===== src/hdl/mpm_pkg.sv =====
package mpm_pkg;

	localparam int TIME_BITS_DEF = 32;
	localparam int CH_COUNT      = 4;
	localparam int CH_BITS       = 2;
	localparam int WORD_BYTES    = 4;
	localparam int READOUT_BYTES = CH_COUNT * WORD_BYTES;
	localparam int CNT_BITS      = 5;

	localparam logic [7:0] CMD_READOUT = 8'h74;
	localparam logic [7:0] BYTE_END    = 8'h24;
	localparam logic [7:0] BYTE_QUERY  = 8'h3F;
	localparam logic [7:0] BYTE_NONE   = 8'h00;

	localparam logic [1:0] PHASE_START = 2'd1;
	localparam logic [1:0] PHASE_STOP  = 2'd3;

	typedef enum logic [1:0] {
		ST_IDLE = 2'b01,
		ST_DUMP = 2'b10
	} state_t;

	typedef enum logic [1:0] {
		SEL_SINGLE,
		SEL_BYTE,
		SEL_END
	} out_sel_t;

	typedef struct packed {
		logic     accept;
		logic     load;
		out_sel_t sel;
		logic [CNT_BITS-2:0] byte_idx;
	} cmd_t;

	typedef struct packed {
		logic is_readout;
	} status_t;

endpackage


===== src/hdl/mpm_ctrl.sv =====
module mpm_ctrl (
	input  logic             clk,
	input  logic             arst_n,
	input  logic             in_valid,
	output logic             in_stall,
	output logic             out_valid,
	input  logic             out_stall,
	input  mpm_pkg::status_t status,
	output mpm_pkg::cmd_t    cmd
);
	import mpm_pkg::*;

	state_t              state_q;
	logic [CNT_BITS-1:0] cnt_q;
	logic                out_valid_q;
	logic                out_free;
	logic                accept;
	logic                at_end;

	assign out_free = !out_valid_q || !out_stall;
	assign in_stall = (state_q != ST_IDLE) || !out_free;
	assign accept   = in_valid && !in_stall;
	assign at_end   = cnt_q == CNT_BITS'(READOUT_BYTES);

	always_comb begin
		cmd.accept   = accept;
		cmd.load     = 1'b0;
		cmd.sel      = SEL_SINGLE;
		cmd.byte_idx = cnt_q[CNT_BITS-2:0];
		unique case (state_q)
			ST_IDLE: begin
				cmd.load = accept && !status.is_readout;
			end
			ST_DUMP: begin
				cmd.load = out_free;
				cmd.sel  = at_end ? SEL_END : SEL_BYTE;
			end
			default: begin
				cmd.load = 1'b0;
			end
		endcase
	end

	always_ff @(posedge clk or negedge arst_n) begin
		if (!arst_n) begin
			state_q     <= ST_IDLE;
			cnt_q       <= '0;
			out_valid_q <= 1'b0;
		end else begin
			if (cmd.load) begin
				out_valid_q <= 1'b1;
			end else if (out_valid_q && !out_stall) begin
				out_valid_q <= 1'b0;
			end
			unique case (state_q)
				ST_IDLE: begin
					if (accept && status.is_readout) begin
						state_q <= ST_DUMP;
						cnt_q   <= '0;
					end
				end
				ST_DUMP: begin
					// advance one byte per transaction taken, return after the terminator
					if (out_free) begin
						cnt_q <= cnt_q + 1'b1;
						if (at_end) begin
							state_q <= ST_IDLE;
						end
					end
				end
				default: begin
					state_q <= ST_IDLE;
				end
			endcase
		end
	end

	assign out_valid = out_valid_q;

endmodule


===== src/hdl/mpm_datapath.sv =====
module mpm_datapath #(
	parameter int TIME_BITS = mpm_pkg::TIME_BITS_DEF
) (
	input  logic                         clk,
	input  logic                         arst_n,
	input  mpm_pkg::cmd_t                cmd,
	output mpm_pkg::status_t             status,
	input  logic                         tick,
	input  logic                         edge_req,
	input  logic                         host_valid,
	input  logic [7:0]                   host_byte,
	output logic                         tx_valid,
	output logic [7:0]                   tx_byte,
	output logic [mpm_pkg::CH_BITS-1:0]  channel_select,
	output logic                         last
);
	import mpm_pkg::*;

	localparam int STORE_BITS = TIME_BITS - 1;
	localparam int PAD_BITS   = 8 * WORD_BYTES - STORE_BITS;

	logic [TIME_BITS-1:0]  time_q;
	logic [TIME_BITS-1:0]  start_q;
	logic [TIME_BITS-1:0]  elapsed;
	logic [1:0]            phase_q;
	logic [CH_BITS-1:0]    chan_q;
	logic [CH_BITS-1:0]    chan_nx;
	logic [STORE_BITS-1:0] store_q [CH_COUNT];
	logic                  stop_edge;
	logic [8*WORD_BYTES-1:0] word;

	logic                  tx_valid_q;
	logic [7:0]            tx_byte_q;
	logic [CH_BITS-1:0]    chan_out_q;
	logic                  last_q;

	assign status.is_readout = host_valid && (host_byte == CMD_READOUT);

	assign stop_edge = cmd.accept && edge_req && (phase_q == PHASE_STOP);
	assign chan_nx   = stop_edge ? chan_q + 1'b1 : chan_q;
	assign elapsed   = time_q - start_q;

	assign word = {{PAD_BITS{1'b0}}, store_q[cmd.byte_idx[3:2]]};

	always_ff @(posedge clk or negedge arst_n) begin
		if (!arst_n) begin
			time_q  <= '0;
			start_q <= '0;
			phase_q <= '0;
			chan_q  <= '0;
			for (int i = 0; i < CH_COUNT; i++) begin
				store_q[i] <= '0;
			end
		end else if (cmd.accept) begin
			// edge sees the time before this transaction's tick
			if (edge_req) begin
				if (phase_q == PHASE_START) begin
					start_q <= time_q;
				end
				if (phase_q == PHASE_STOP) begin
					store_q[chan_q] <= elapsed[TIME_BITS-1:1];
				end
				phase_q <= phase_q + 1'b1;
			end
			chan_q <= chan_nx;
			if (tick) begin
				time_q <= time_q + 1'b1;
			end
		end
	end

	always_ff @(posedge clk) begin
		if (cmd.load) begin
			unique case (cmd.sel)
				SEL_SINGLE: begin
					tx_valid_q <= host_valid;
					tx_byte_q  <= host_valid ? BYTE_QUERY : BYTE_NONE;
					chan_out_q <= chan_nx;
					last_q     <= 1'b1;
				end
				SEL_BYTE: begin
					tx_valid_q <= 1'b1;
					tx_byte_q  <= word[8*cmd.byte_idx[1:0] +: 8];
					chan_out_q <= chan_q;
					last_q     <= 1'b0;
				end
				SEL_END: begin
					tx_valid_q <= 1'b1;
					tx_byte_q  <= BYTE_END;
					chan_out_q <= chan_q;
					last_q     <= 1'b1;
				end
				default: begin
					tx_valid_q <= 1'b0;
					tx_byte_q  <= BYTE_NONE;
					chan_out_q <= chan_q;
					last_q     <= 1'b1;
				end
			endcase
		end
	end

	assign tx_valid       = tx_valid_q;
	assign tx_byte        = tx_byte_q;
	assign channel_select = chan_out_q;
	assign last           = last_q;

endmodule


===== src/hdl/multichannel_period_meter_top.sv =====
// Multichannel period meter.
// Input channel (in_valid/in_stall): one transaction per timer clock, carrying
// tick, edge_req and an optional host command byte. Every four sensor edges a
// half period is stored for the selected channel and channel_select advances.
// Output channel (out_valid/out_stall): one reply transaction per input, or
// seventeen for the readout command 't' (16 value bytes, low byte first, then
// '$'); last marks the final one. A host byte other than 't' answers '?'.
// The reply is registered in the cycle after its input transaction.
// Throughput: one input per cycle while the output is taken; a readout holds
// in_stall after its transaction until the dump has sent the value bytes and
// the terminator; the dump steps one byte per transaction taken, so a
// receiver stall prolongs it.
// A receiver stall holds the reply register and stalls the input side.
// Reset clears the time count, start time, edge phase, channel and the four
// stored values; no output is pending after reset.
module multichannel_period_meter_top #(
	parameter int TIME_BITS = mpm_pkg::TIME_BITS_DEF
) (
	input  logic                         clk,
	input  logic                         arst_n,
	input  logic                         in_valid,
	output logic                         in_stall,
	input  logic                         tick,
	input  logic                         edge_req,
	input  logic                         host_valid,
	input  logic [7:0]                   host_byte,
	output logic                         out_valid,
	input  logic                         out_stall,
	output logic                         tx_valid,
	output logic [7:0]                   tx_byte,
	output logic [mpm_pkg::CH_BITS-1:0]  channel_select,
	output logic                         last
);
	import mpm_pkg::*;

	cmd_t    cmd;
	status_t status;

	mpm_ctrl u_ctrl (
		.clk       (clk),
		.arst_n    (arst_n),
		.in_valid  (in_valid),
		.in_stall  (in_stall),
		.out_valid (out_valid),
		.out_stall (out_stall),
		.status    (status),
		.cmd       (cmd)
	);

	mpm_datapath #(
		.TIME_BITS (TIME_BITS)
	) u_datapath (
		.clk            (clk),
		.arst_n         (arst_n),
		.cmd            (cmd),
		.status         (status),
		.tick           (tick),
		.edge_req       (edge_req),
		.host_valid     (host_valid),
		.host_byte      (host_byte),
		.tx_valid       (tx_valid),
		.tx_byte        (tx_byte),
		.channel_select (channel_select),
		.last           (last)
	);

endmodule


===== config.mk =====
export PLATFORM = sky130hd
export DESIGN_NAME = multichannel_period_meter_top
export DESIGN_NICKNAME = d
export VERILOG_FILES = /design/src/hdl/mpm_pkg.sv /design/src/hdl/mpm_ctrl.sv /design/src/hdl/mpm_datapath.sv /design/src/hdl/multichannel_period_meter_top.sv
export SDC_FILE = /design/constraint.sdc
export NUM_CORES = 1
export LEC_CHECK = 0
export BUFFER_PORTS_ARGS = -buffer_cell sky130_fd_sc_hd__buf_2
export CAP_MARGIN = 10
export CORE_MARGIN = 1
export CORE_UTILIZATION = 57
export CTS_CLUSTER_SIZE = 40
export DETAILED_ROUTE_END_ITERATION = 8
export HOLD_SLACK_MARGIN = 0.05
export PLACE_DENSITY = 0.83
export REMOVE_ABC_BUFFERS = 1
export SKIP_CTS_REPAIR_TIMING = 1
export SYNTH_ARGS = -nofsm -noshare
export SYNTH_HDL_FRONTEND = slang
export SYNTH_SLANG_ARGS = --single-unit

===== constraint.sdc =====
create_clock -name clk -period 2.4 [get_ports clk]
set_input_delay 0.48 -clock clk [delete_from_list [all_inputs] [get_ports clk]]
set_output_delay 0.48 -clock clk [all_outputs]
set_load 0.05 [all_outputs]

==> qor.csv, run 1 <==
metric;value;unit
status;complete, but fails checks;
failing checks;negative setup slack;
drt pass-1 iters;5;
Setup crit end;u_datapath.store_q[87];
Buf/Inv on CP;2;
CP top delay family;compound AO/OA/AOI/OAI gates;
# setup viols final;22;
final worst clock skew;12.0;ps
top cells by area, synth;dfrtp_1 (43%), mux4_2 (7.4%), mux2_2 (6.7%);
worst hold path type;in -> reg;
Async SR Flop Fraction;94.3;%
initial antenna violation count;0;
Crit-path slowest cell;dfrtp_1;
RSZ-0062 raised after global routing;true;
P per Cell Area;1050;nW/µm²
Setup crit start;u_datapath.start_q[3];
port buffer count;28;
fmax;0.408;GHz
R2R setup slack;-50;ps
Worst Setup End Kind;flop;
Initial DRC Count;958;
crit start category;flop;
Synth top area share;42.9;%
Setup Slack @ Placement;-65.6;ps
crit-path cells;inv_1, ha_1, o211ai_1, a21oi_4, o21ai_1, nand3_2, a211oi_1, buf_4, o31ai_1;
post-synthesis sequential area ratio;46.2;%
#FFs+latches synth;212;
Non-Filler Instances;1521;
Ys Warns;0;
share of layout cells above drive strength 1;32.7;%
Distinct cells, synth;75;
Die Span Y;145;µm
Layout area overhead;22.6;%
CTS tree;built;
final design utilization;72.2;%
Peak VDD IR;511;µV
vias per std cell;6.28;
final-report hold violation count;0;
DR WL/cell;20.5;µm
area of the die;20900;µm²
PnR worst setup slack;-52.1;ps
worst r2r path cells;9;
count leader, synth;dfrtp_1;
vias in the first global route;9581;
xor/xnor share of the synthesized area;4.22;%
DR vias;9547;
Post-synth EDFFs;12;
gate count of the mapped netlist;1106;
antenna-violating nets left;0;
Synth Area in Compound Gates;11.1;%
top cells by count, synth;dfrtp_1 (199), nand2_1 (172), o21ai_0 (83), mux2_2 (69), inv_1 (53);
Slew HR;57.5;%
clock-pin slew on the worst setup and hold paths;60;ps
ant diodes;0;
final wirelength;31200;µm
Worst-Skew Late Latency;530;ps
min Tclk post-route;2450;ps
core area;19700;µm²
CP required;2800;ps
Synth Area in Adders;4.59;%
final critical-path share of the clock period;102;%
clk sinks;212;
cell area after synthesis;11600;µm²
ys flop type;dfrtp_1;
I/O pin total;29;
Clock Tree Root;clkbuf_16;
worst r2r src;u_datapath.start_q[3];
Layout Nets;1299;
site row count;51;
biggest area consumer among synthesized cells;dfrtp_1;
H-tree levels;1;
simple logic cell fraction of the synthesized area;14.5;%
critical path's largest stage delay;390;ps
GPL Wtd Cong;0.937;
Clock Tree Buf Depth;3;
mux share of post-synthesis cell area;15.0;%
GRT overflow;0;
main combinational cell family by area after synthesis;multiplexers;
Lkg Pwr;0.00662;µW
Slew @ Worst Pin;634;ps
CP max FO;4;
hpwl dp;19600;µm
max-capacitance violation count;0;
syn avg cell area;10.5;µm²
Starting Density;58.9;%
first-pass GRT wire length;47500;µm
Inserted Clock Buffers;23;
placed instance count;1472;
Reg-to-Reg End;u_datapath.store_q[87];
DR DRC count;0;
stages on the worst setup path;9;
GRT Total Usage;29.3;%
WS Path Type;reg -> reg;
largest net degree at the start of global routing;53;
Worst Path Arrival;2850;ps
Final Max Tran Viols;0;
Die W;145;µm
[flip-flops by register name (all words and copies together), names as in the netlist]
name / count
u_ctrl.cnt_q: 5
u_ctrl.out_valid: 1
u_ctrl.state_q: 2
u_datapath.chan_q: 2
u_datapath.channel_select: 2
u_datapath.last: 1
u_datapath.phase_q: 2
u_datapath.start_q: 32
u_datapath.store_q: 124
u_datapath.time_q: 32
u_datapath.tx_byte: 8
u_datapath.tx_valid: 1
[worst min path at each step]
stage,end,cells past startpoint,start,slack (ps)
after floorplan,u_ctrl.cnt_q[0],0,arst_n,180
after global placement,u_datapath.store_q[25],2,u_datapath.store_q[25],450
after detailed placement,u_datapath.store_q[66],2,u_datapath.store_q[66],460
after CTS,u_datapath.store_q[53],1,arst_n,-70
after global routing,u_ctrl.out_valid,3,out_stall,260
final,u_ctrl.out_valid,3,out_stall,240
[layer usage]
layer,global-route usage (%),up-vias,wire [µm]
met5,0,-,0
met4,13.5,0,1340
met3,4.80,122,2260
met2,50.5,463,15900
met1,36.1,4757,11800
li1,-,4205,-
[stage by stage]
step	TNS [ps]	cell area, µm²	hold WS [ps]	power (µW)
2_1_floorplan	-64390	11300	184	8100
3_3_place_gp	0	12900	454	9990
3_5_place_dp	-392	12900	464	10300
4_1_cts	-826	13600	-72.3	14000
5_1_grt	-4860	14200	265	15600
6_report	-590	14200	245	14900
[tightest hold or removal path: stages]
cell     delay [ps]
buf_2            80
nand2_1          70
o21ai_0          90
[power breakdown]
group	internal, µW	switching (µW)	total (µW)
clock	2140	1450	3590
combinational	2700	3730	6430
sequential	4400	467	4870
total	9240	5650	14900
[cell type report]
class,count,area (µm²)
well taps,265,332
flip-flops and latches,212,5370
repair buffers,166,1340
clock inverters,10,129
multi-input cells,785,6240
inverters,54,203
clock buffers,29,618
fillers,1217,5480
[cells in the final DEF, fill, tap and decap left out, types with 12 or more instances in the layout]
cell	netlist	layout
a21oi_1	45	31
a21oi_2	1	13
buf_2	12	27
buf_4	3	123
clkbuf_16	0	23
dfrtp_1	199	198
edfxtp_1	12	12
ha_1	41	24
ha_4	0	13
inv_1	53	51
mux2_2	69	68
mux4_2	38	38
nand2_1	172	167
nand3_1	36	32
nand4_1	18	18
nor2_1	49	45
nor3_1	23	22
o21ai_0	83	71
o21ai_1	5	14
xnor2_1	36	34
xor2_1	20	18
[cell families (layout without fill, tap and decap cells)]
kind of cell / after synthesis / count (layout)
adders and majority gates: 42 / 42
AOI/OAI and AO/OA: 210 / 210
xor gates and xnor gates: 56 / 56
buffers and inverters: 109 / 259
and+or+nand+nor: 359 / 359
DFF: 212 / 212
muxes: 118 / 118
Note: power is estimated with default switching activity, not from simulation.
==> inputs of run 2 (changes only) <==
--- a/config.mk
+++ b/config.mk
@@ -8,13 +8,14 @@
 export BUFFER_PORTS_ARGS = -buffer_cell sky130_fd_sc_hd__buf_2
 export CAP_MARGIN = 10
 export CORE_MARGIN = 1
-export CORE_UTILIZATION = 57
+export CORE_UTILIZATION = 40
 export CTS_CLUSTER_SIZE = 40
 export DETAILED_ROUTE_END_ITERATION = 8
 export HOLD_SLACK_MARGIN = 0.05
-export PLACE_DENSITY = 0.83
+export PLACE_DENSITY = 0.63
 export REMOVE_ABC_BUFFERS = 1
 export SKIP_CTS_REPAIR_TIMING = 1
+export SLEW_MARGIN = 40
 export SYNTH_ARGS = -nofsm -noshare
 export SYNTH_HDL_FRONTEND = slang
 export SYNTH_SLANG_ARGS = --single-unit
==> run 2 against run 1 <==
  * The run now ends clean
  * Die area grew 42%
  * Global-route usage shrank 9.4 points
  * Clock power grew 3%
  * Via count shrank 7.1%
  * Register-to-register slack gained 110 ps
  * Core utilization shrank 21 points
  * Critical path depth grew 1
  * Sequential share of layout area shrank 1.3 points
  * First-iteration DRC count shrank 42%
==> qor.csv, run 2 (synthesized netlist as in run 1, its figures left out) <==
metric;value;unit;change
status;finished, final reports clean;;
final-report hold violation count;0;;unchanged
Buf/Inv on CP;3;;+1
clock-pin slew on the worst setup and hold paths;60;ps;about the same
initial antenna violation count;0;;unchanged
vias in the first global route;8923;;-6.9%
Layout Nets;1338;;+3.0%
drt pass-1 iters;4;;-1
port buffer count;28;;unchanged
Starting Density;40.6;%;-18 points
CP max FO;4;;unchanged
GPL Wtd Cong;0.880;;-6.2%
site row count;62;;+22%
vias per std cell;5.28;;-16%
Clock Tree Buf Depth;3;;unchanged
largest net degree at the start of global routing;71;;+34%
DR WL/cell;16.9;µm;-18%
final instance area;14700;µm²;+3.5%
number of fill cells;2519;;+110%
max reg flops;124;;unchanged
critical path's largest stage delay;360;ps;-30 ps
H-tree levels;1;;unchanged
GRT overflow;0;;unchanged
RSZ-0062 raised after global routing;true;;
Slew @ Worst Pin;637;ps;+3.36 ps
Inserted Clock Buffers;24;;+4.3%
share of layout cells above drive strength 1;35.0;%;+2.3 points
ant diodes;0;;unchanged
clk sinks;212;;unchanged
Clock Tree Root;clkbuf_16;;
dpl cell area;13200;µm²;+2.7%
Reg with most FFs;u_datapath.store_q;;
hpwl dp;19700;µm;+0.16%
Worst-Skew Late Latency;530;ps;about the same
Layout area overhead;26.8;%;
Final Max Tran Viols;0;;unchanged
WS Path Type;reg -> reg;;
min Tclk post-route;2340;ps;-110 ps
Worst Setup End Kind;flop;;
core area;28600;µm²;+45%
CP top delay family;compound AO/OA/AOI/OAI gates;;
commonest non-fill, non-tap cells in the layout;dfrtp_1 (198), nand2_1 (164), buf_4 (160);;
CTS tree;built;;
# setup viols final;0;;-100%
first-pass GRT wire length;46200;µm;-2.6%
most common cell after layout, fill and taps aside;dfrtp_1;;
CP required;2800;ps;about the same
crit-path cells;inv_1, ha_1, o211ai_1, a21oi_2, buf_4, o21ai_2, nand3_1, a211oi_1, buf_4, o31ai_1;;
Crit-path slowest cell;dfrtp_1;;
CP dominant cell by count;buf_4;;
Die Span Y;172;µm;+19%
Peak VDD IR;497;µV;-2.6%
antenna-violating nets left;0;;unchanged
PnR worst setup slack;57.6;ps;+110 ps
worst hold path type;in -> reg;;
Setup Slack @ Placement;-231;ps;-165 ps
Initial DRC Count;551;;-42%
Slew HR;57.2;%;-0.23 points
Final Power;15000;µW;+0.87%
Worst Path Arrival;2750;ps;-100 ps
final worst clock skew;10.3;ps;-1.64 ps
Die W;172;µm;+19%
GRT Total Usage;19.9;%;-9.4 points
final wirelength;28400;µm;-9.0%
fmax;0.427;GHz;+4.7%
crit start category;flop;;
Lkg Pwr;0.00682;µW;+3.1%
P per Cell Area;1020;nW/µm²;-2.5%
final critical-path share of the clock period;97.6;%;-4.6 points
max-capacitance violation count;0;;unchanged
I/O pin total;29;;unchanged
DR vias;8870;;-7.1%
Top Registers;u_datapath.store_q: 124 flops, u_datapath.start_q: 32 flops, u_datapath.time_q: 32 flops;;
area of the die;29700;µm²;+42%
DR DRC count;0;;unchanged
## run 2: cell types whose count changed in the layout (fill, tap and decap cells not counted), sizes merged
cell and change:
buf +39, clkbuf +3, clkinvlp +2, bufinv -1
clkdlybuf4s15 -1, inv -1
## run 2: power breakdown
group          switching (µW)  internal, µW
registers                 411          4400
clock network            1520          2190
logic                    3530          2970
## run 2: final cells by class
type / count / area, µm² / share of cell area (%)
Clock buffer: 32 / 672 / 4.56
Clock inverter: 10 / 120 / 0.816
Inverter: 54 / 203 / 1.38
Multi-Input combinational cell: 785 / 6270 / 42.6
Sequential cell: 212 / 5370 / 36.4
Tap cell: 384 / 480 / 3.26
Timing Repair Buffer: 204 / 1620 / 11.0
## run 2: path summary, 6_finish.rpt
path | start | endpoint | slack, ps | cells past startpoint
max in group asynchronous | arst_n | u_datapath.start_q[9] | 1250 | 3
worst min-delay path | out_stall | u_ctrl.out_valid | 210 | 3
worst min register to register | u_datapath.store_q[75] | u_datapath.store_q[75] | 470 | 2
worst max-delay path | u_datapath.start_q[3] | u_datapath.store_q[118] | 60 | 10
min in group asynchronous | arst_n | u_datapath.store_q[119] | 440 | 2
worst max register to register | u_datapath.start_q[3] | u_datapath.store_q[118] | 60 | 10
## run 2: stage by stage
stage                     setup TNS (ps)  util (%)  cells  hold WS [ps]
after floorplan                   -64390         -   1051           184
after global placement             -1930      46.3   1620           442
after detailed placement           -3960      46.3   1620           437
after CTS                          -4570      49.0   1662          -125
after global routing               -1160      51.5   1681           255
final                                  0      51.5   1681           214
## run 2: layer usage
metal,wire (µm),vias to the layer above,global-route usage [%]
li1,-,4295,-
met4,716,0,6.31
met1,12900,4358,26.6
met5,0,-,0
met3,1160,45,2.36
met2,13700,172,33.6
## run 2: worst reg2reg max path: stages, from the launching register on
cell      delay (ps)
dfrtp_1          360
inv_1             50
ha_1             320
o211ai_1         250
a21oi_2           60
buf_4            150
o21ai_2          220
nand3_1          170
a211oi_1         360
buf_4            200
o31ai_1           70
==> inputs of run 3 (changes only) <==
--- a/config.mk
+++ b/config.mk
@@ -11,6 +11,7 @@
 export CORE_UTILIZATION = 40
 export CTS_CLUSTER_SIZE = 40
 export DETAILED_ROUTE_END_ITERATION = 8
+export GPL_TIMING_DRIVEN = 0
 export HOLD_SLACK_MARGIN = 0.05
 export PLACE_DENSITY = 0.63
 export REMOVE_ABC_BUFFERS = 1
==> run 3 against run 2 <==
  * The run now ends with negative setup slack left
  * Critical path depth is 1 lower
  * Fmax is 4.8% lower
  * Die area stayed put
  * Total power is 4.6% lower
  * Global-route usage is 1.6 points lower
  * Wire length is 2.4% lower
  * Via count is 3.4% lower
  * First-iteration DRC count is 9.1% higher
  * Count of clock-buffer cells in the layout is 8 lower
  * Critical path type unchanged
==> qor.csv, run 3 (synthesized netlist as in run 1, its figures left out) <==
metric;value;unit;change
Reg with most FFs;u_datapath.store_q;;
Buf/Inv on CP;2;;-1
hold_ws;235;ps;+21.5 ps
largest net degree at the start of global routing;74;;+4.2%
Worst-Skew Late Latency;520;ps;about the same
Layout area overhead;21.6;%;
DR DRC count;0;;unchanged
final worst clock skew;22.4;ps;+12.1 ps
CP dominant cell by count;buf_4;;
CP top delay family;simple AND/OR/NAND/NOR gates;;
Layout Nets;1217;;-9.0%
share of layout cells above drive strength 1;31.1;%;-3.9 points
antenna-violating nets left;0;;unchanged
initial antenna violation count;0;;unchanged
Clock Tree Root;clkbuf_16;;
CP max FO;6;;+2
Final Power;14300;µW;-4.6%
port buffer count;28;;unchanged
GRT overflow;0;;unchanged
CP required;2820;ps;+20 ps
Top Registers;u_datapath.store_q: 124 flops, u_datapath.start_q: 32 flops, u_datapath.time_q: 32 flops;;
drt pass-1 iters;5;;+1
failing checks;negative setup slack;;
min Tclk post-route;2460;ps;+119 ps
Crit-path slowest cell;dfrtp_2;;
hpwl dp;17600;µm;-11%
Starting Density;40.6;%;unchanged
Fin Setup TNS;-365;ps;-365 ps
RSZ-0062 raised after global routing;true;;
clk sinks;212;;unchanged
site row count;62;;unchanged
max-capacitance violation count;0;;unchanged
Clock Tree Buf Depth;3;;unchanged
I/O pin total;29;;unchanged
Worst Setup End Kind;flop;;
crit-path cells;ha_4, nand2_1, a211oi_2, and2b_2, nor4b_4, buf_4, nor4_4, buf_4, o31ai_2;;
Setup Slack @ Placement;-729;ps;-498 ps
PnR worst setup slack;-61.2;ps;-119 ps
crit start category;flop;;
multi-input logic area;6620;µm²;+5.6%
CTS tree;built;;
core area;28600;µm²;unchanged
ant diodes;0;;unchanged
most common cell after layout, fill and taps aside;dfrtp_1;;
vias in the first global route;8070;;-9.6%
Initial DRC Count;601;;+9.1%
number of fill cells;2493;;-1.0%
DR vias;8567;;-3.4%
clock-pin slew on the worst setup and hold paths;60;ps;about the same
final critical-path share of the clock period;103;%;+5.0 points
worst hold path type;in -> reg;;
dpl cell area;12100;µm²;-8.5%
# setup viols final;14;;+14
stages on the worst setup path;9;;-1
WS Path Type;reg -> reg;;
worst r2r path cells;9;;-1
Slew HR;56.7;%;-0.48 points
GRT Total Usage;18.3;%;-1.6 points
max reg flops;124;;unchanged
final wirelength;27700;µm;-2.4%
Worst Path Arrival;2880;ps;+130 ps
P per Cell Area;1010;nW/µm²;-0.45%
critical path's largest stage delay;450;ps;+90 ps
worst r2r src;u_datapath.time_q[9];;
first-pass GRT wire length;42800;µm;-7.3%
DR WL/cell;17.8;µm;+5.1%
Min-Delay Path Depth;3;;unchanged
area of the die;29700;µm²;unchanged
Setup crit start;u_datapath.time_q[9];;
Die Span Y;172;µm;unchanged
final-report hold violation count;0;;unchanged
Final Max Tran Viols;0;;unchanged
Peak VDD IR;533;µV;+7.1%
H-tree levels;1;;unchanged
fmax;0.406;GHz;-4.8%
Inserted Clock Buffers;23;;-4.2%
vias per std cell;5.49;;+4.0%
commonest non-fill, non-tap cells in the layout;dfrtp_1 (184), nand2_1 (166), o21ai_0 (73);;
status;complete, but fails checks;;
Sequential Area;5390;µm²;+0.42%
GPL Wtd Cong;0.841;;-4.4%
Lkg Pwr;0.00630;µW;-7.7%
Slew @ Worst Pin;649;ps;+11.5 ps
Die W;172;µm;unchanged
final instance area;14100;µm²;-4.1%
hold path startpoint;out_stall;;
-- run 3: cell count changes in the layout (fill, tap and decap cells not counted), moves of 9 or more --
cell,previous run,this run
inv_2,10,1
dfrtp_2,1,13
dfrtp_1,198,184
buf_4,160,42
inv_1,44,53
-- run 3: area by class of cell --
cell class                      count  share of cell area [%]
Sequential cell                   212                    38.2
Timing Repair Buffer               81                    4.63
Clock inverter                     18                    1.39
Multi-Input combinational cell    788                    46.9
Inverter                           54                    1.44
Clock buffer                       24                    4.10
Tap cell                          384                    3.40
-- run 3: routing by layer --
layer  up-vias  GRT usage, %  wire [µm]
li1       4046             -          -
met1      4237          24.6      12100
met2       233          31.1      13500
met3        51          2.33       1480
met4         0          5.12        602
met5         -             0          0
-- run 3: worst reg2reg max path: cells and delay by family, from the launching register on --
family                     cells  cell delay [ps]
adders and majority gates      1              320
DFF                            1              450
and+or+nand+nor                4              790
buffers and inverters          2              350
AOI/OAI and AO/OA              2              430
-- run 3: worst paths after layout --
path                                            to  slack (ps)
max in group asynchronous        u_ctrl.state_q[0]         800
min in group asynchronous  u_datapath.store_q[123]         490
setup reg to reg           u_datapath.store_q[123]         -60
hold / removal                    u_ctrl.out_valid         240
setup / recovery           u_datapath.store_q[123]         -60
hold reg to reg              u_datapath.store_q[4]         470
-- run 3: where the power goes --
group / internal [µW] / total, µW / switching [µW]
clock network: 2190 / 3650 / 1460
logic: 2350 / 5840 / 3490
registers: 4400 / 4840 / 437
total: 8940 / 14300 / 5390
-- run 3: metrics by stage --
step,cells,utilization (%)
5_1_grt,1561,49.3
2_1_floorplan,1051,-
3_5_place_dp,1470,42.3
3_3_place_gp,1463,41.7
4_1_cts,1512,45.0
6_report,1561,49.3
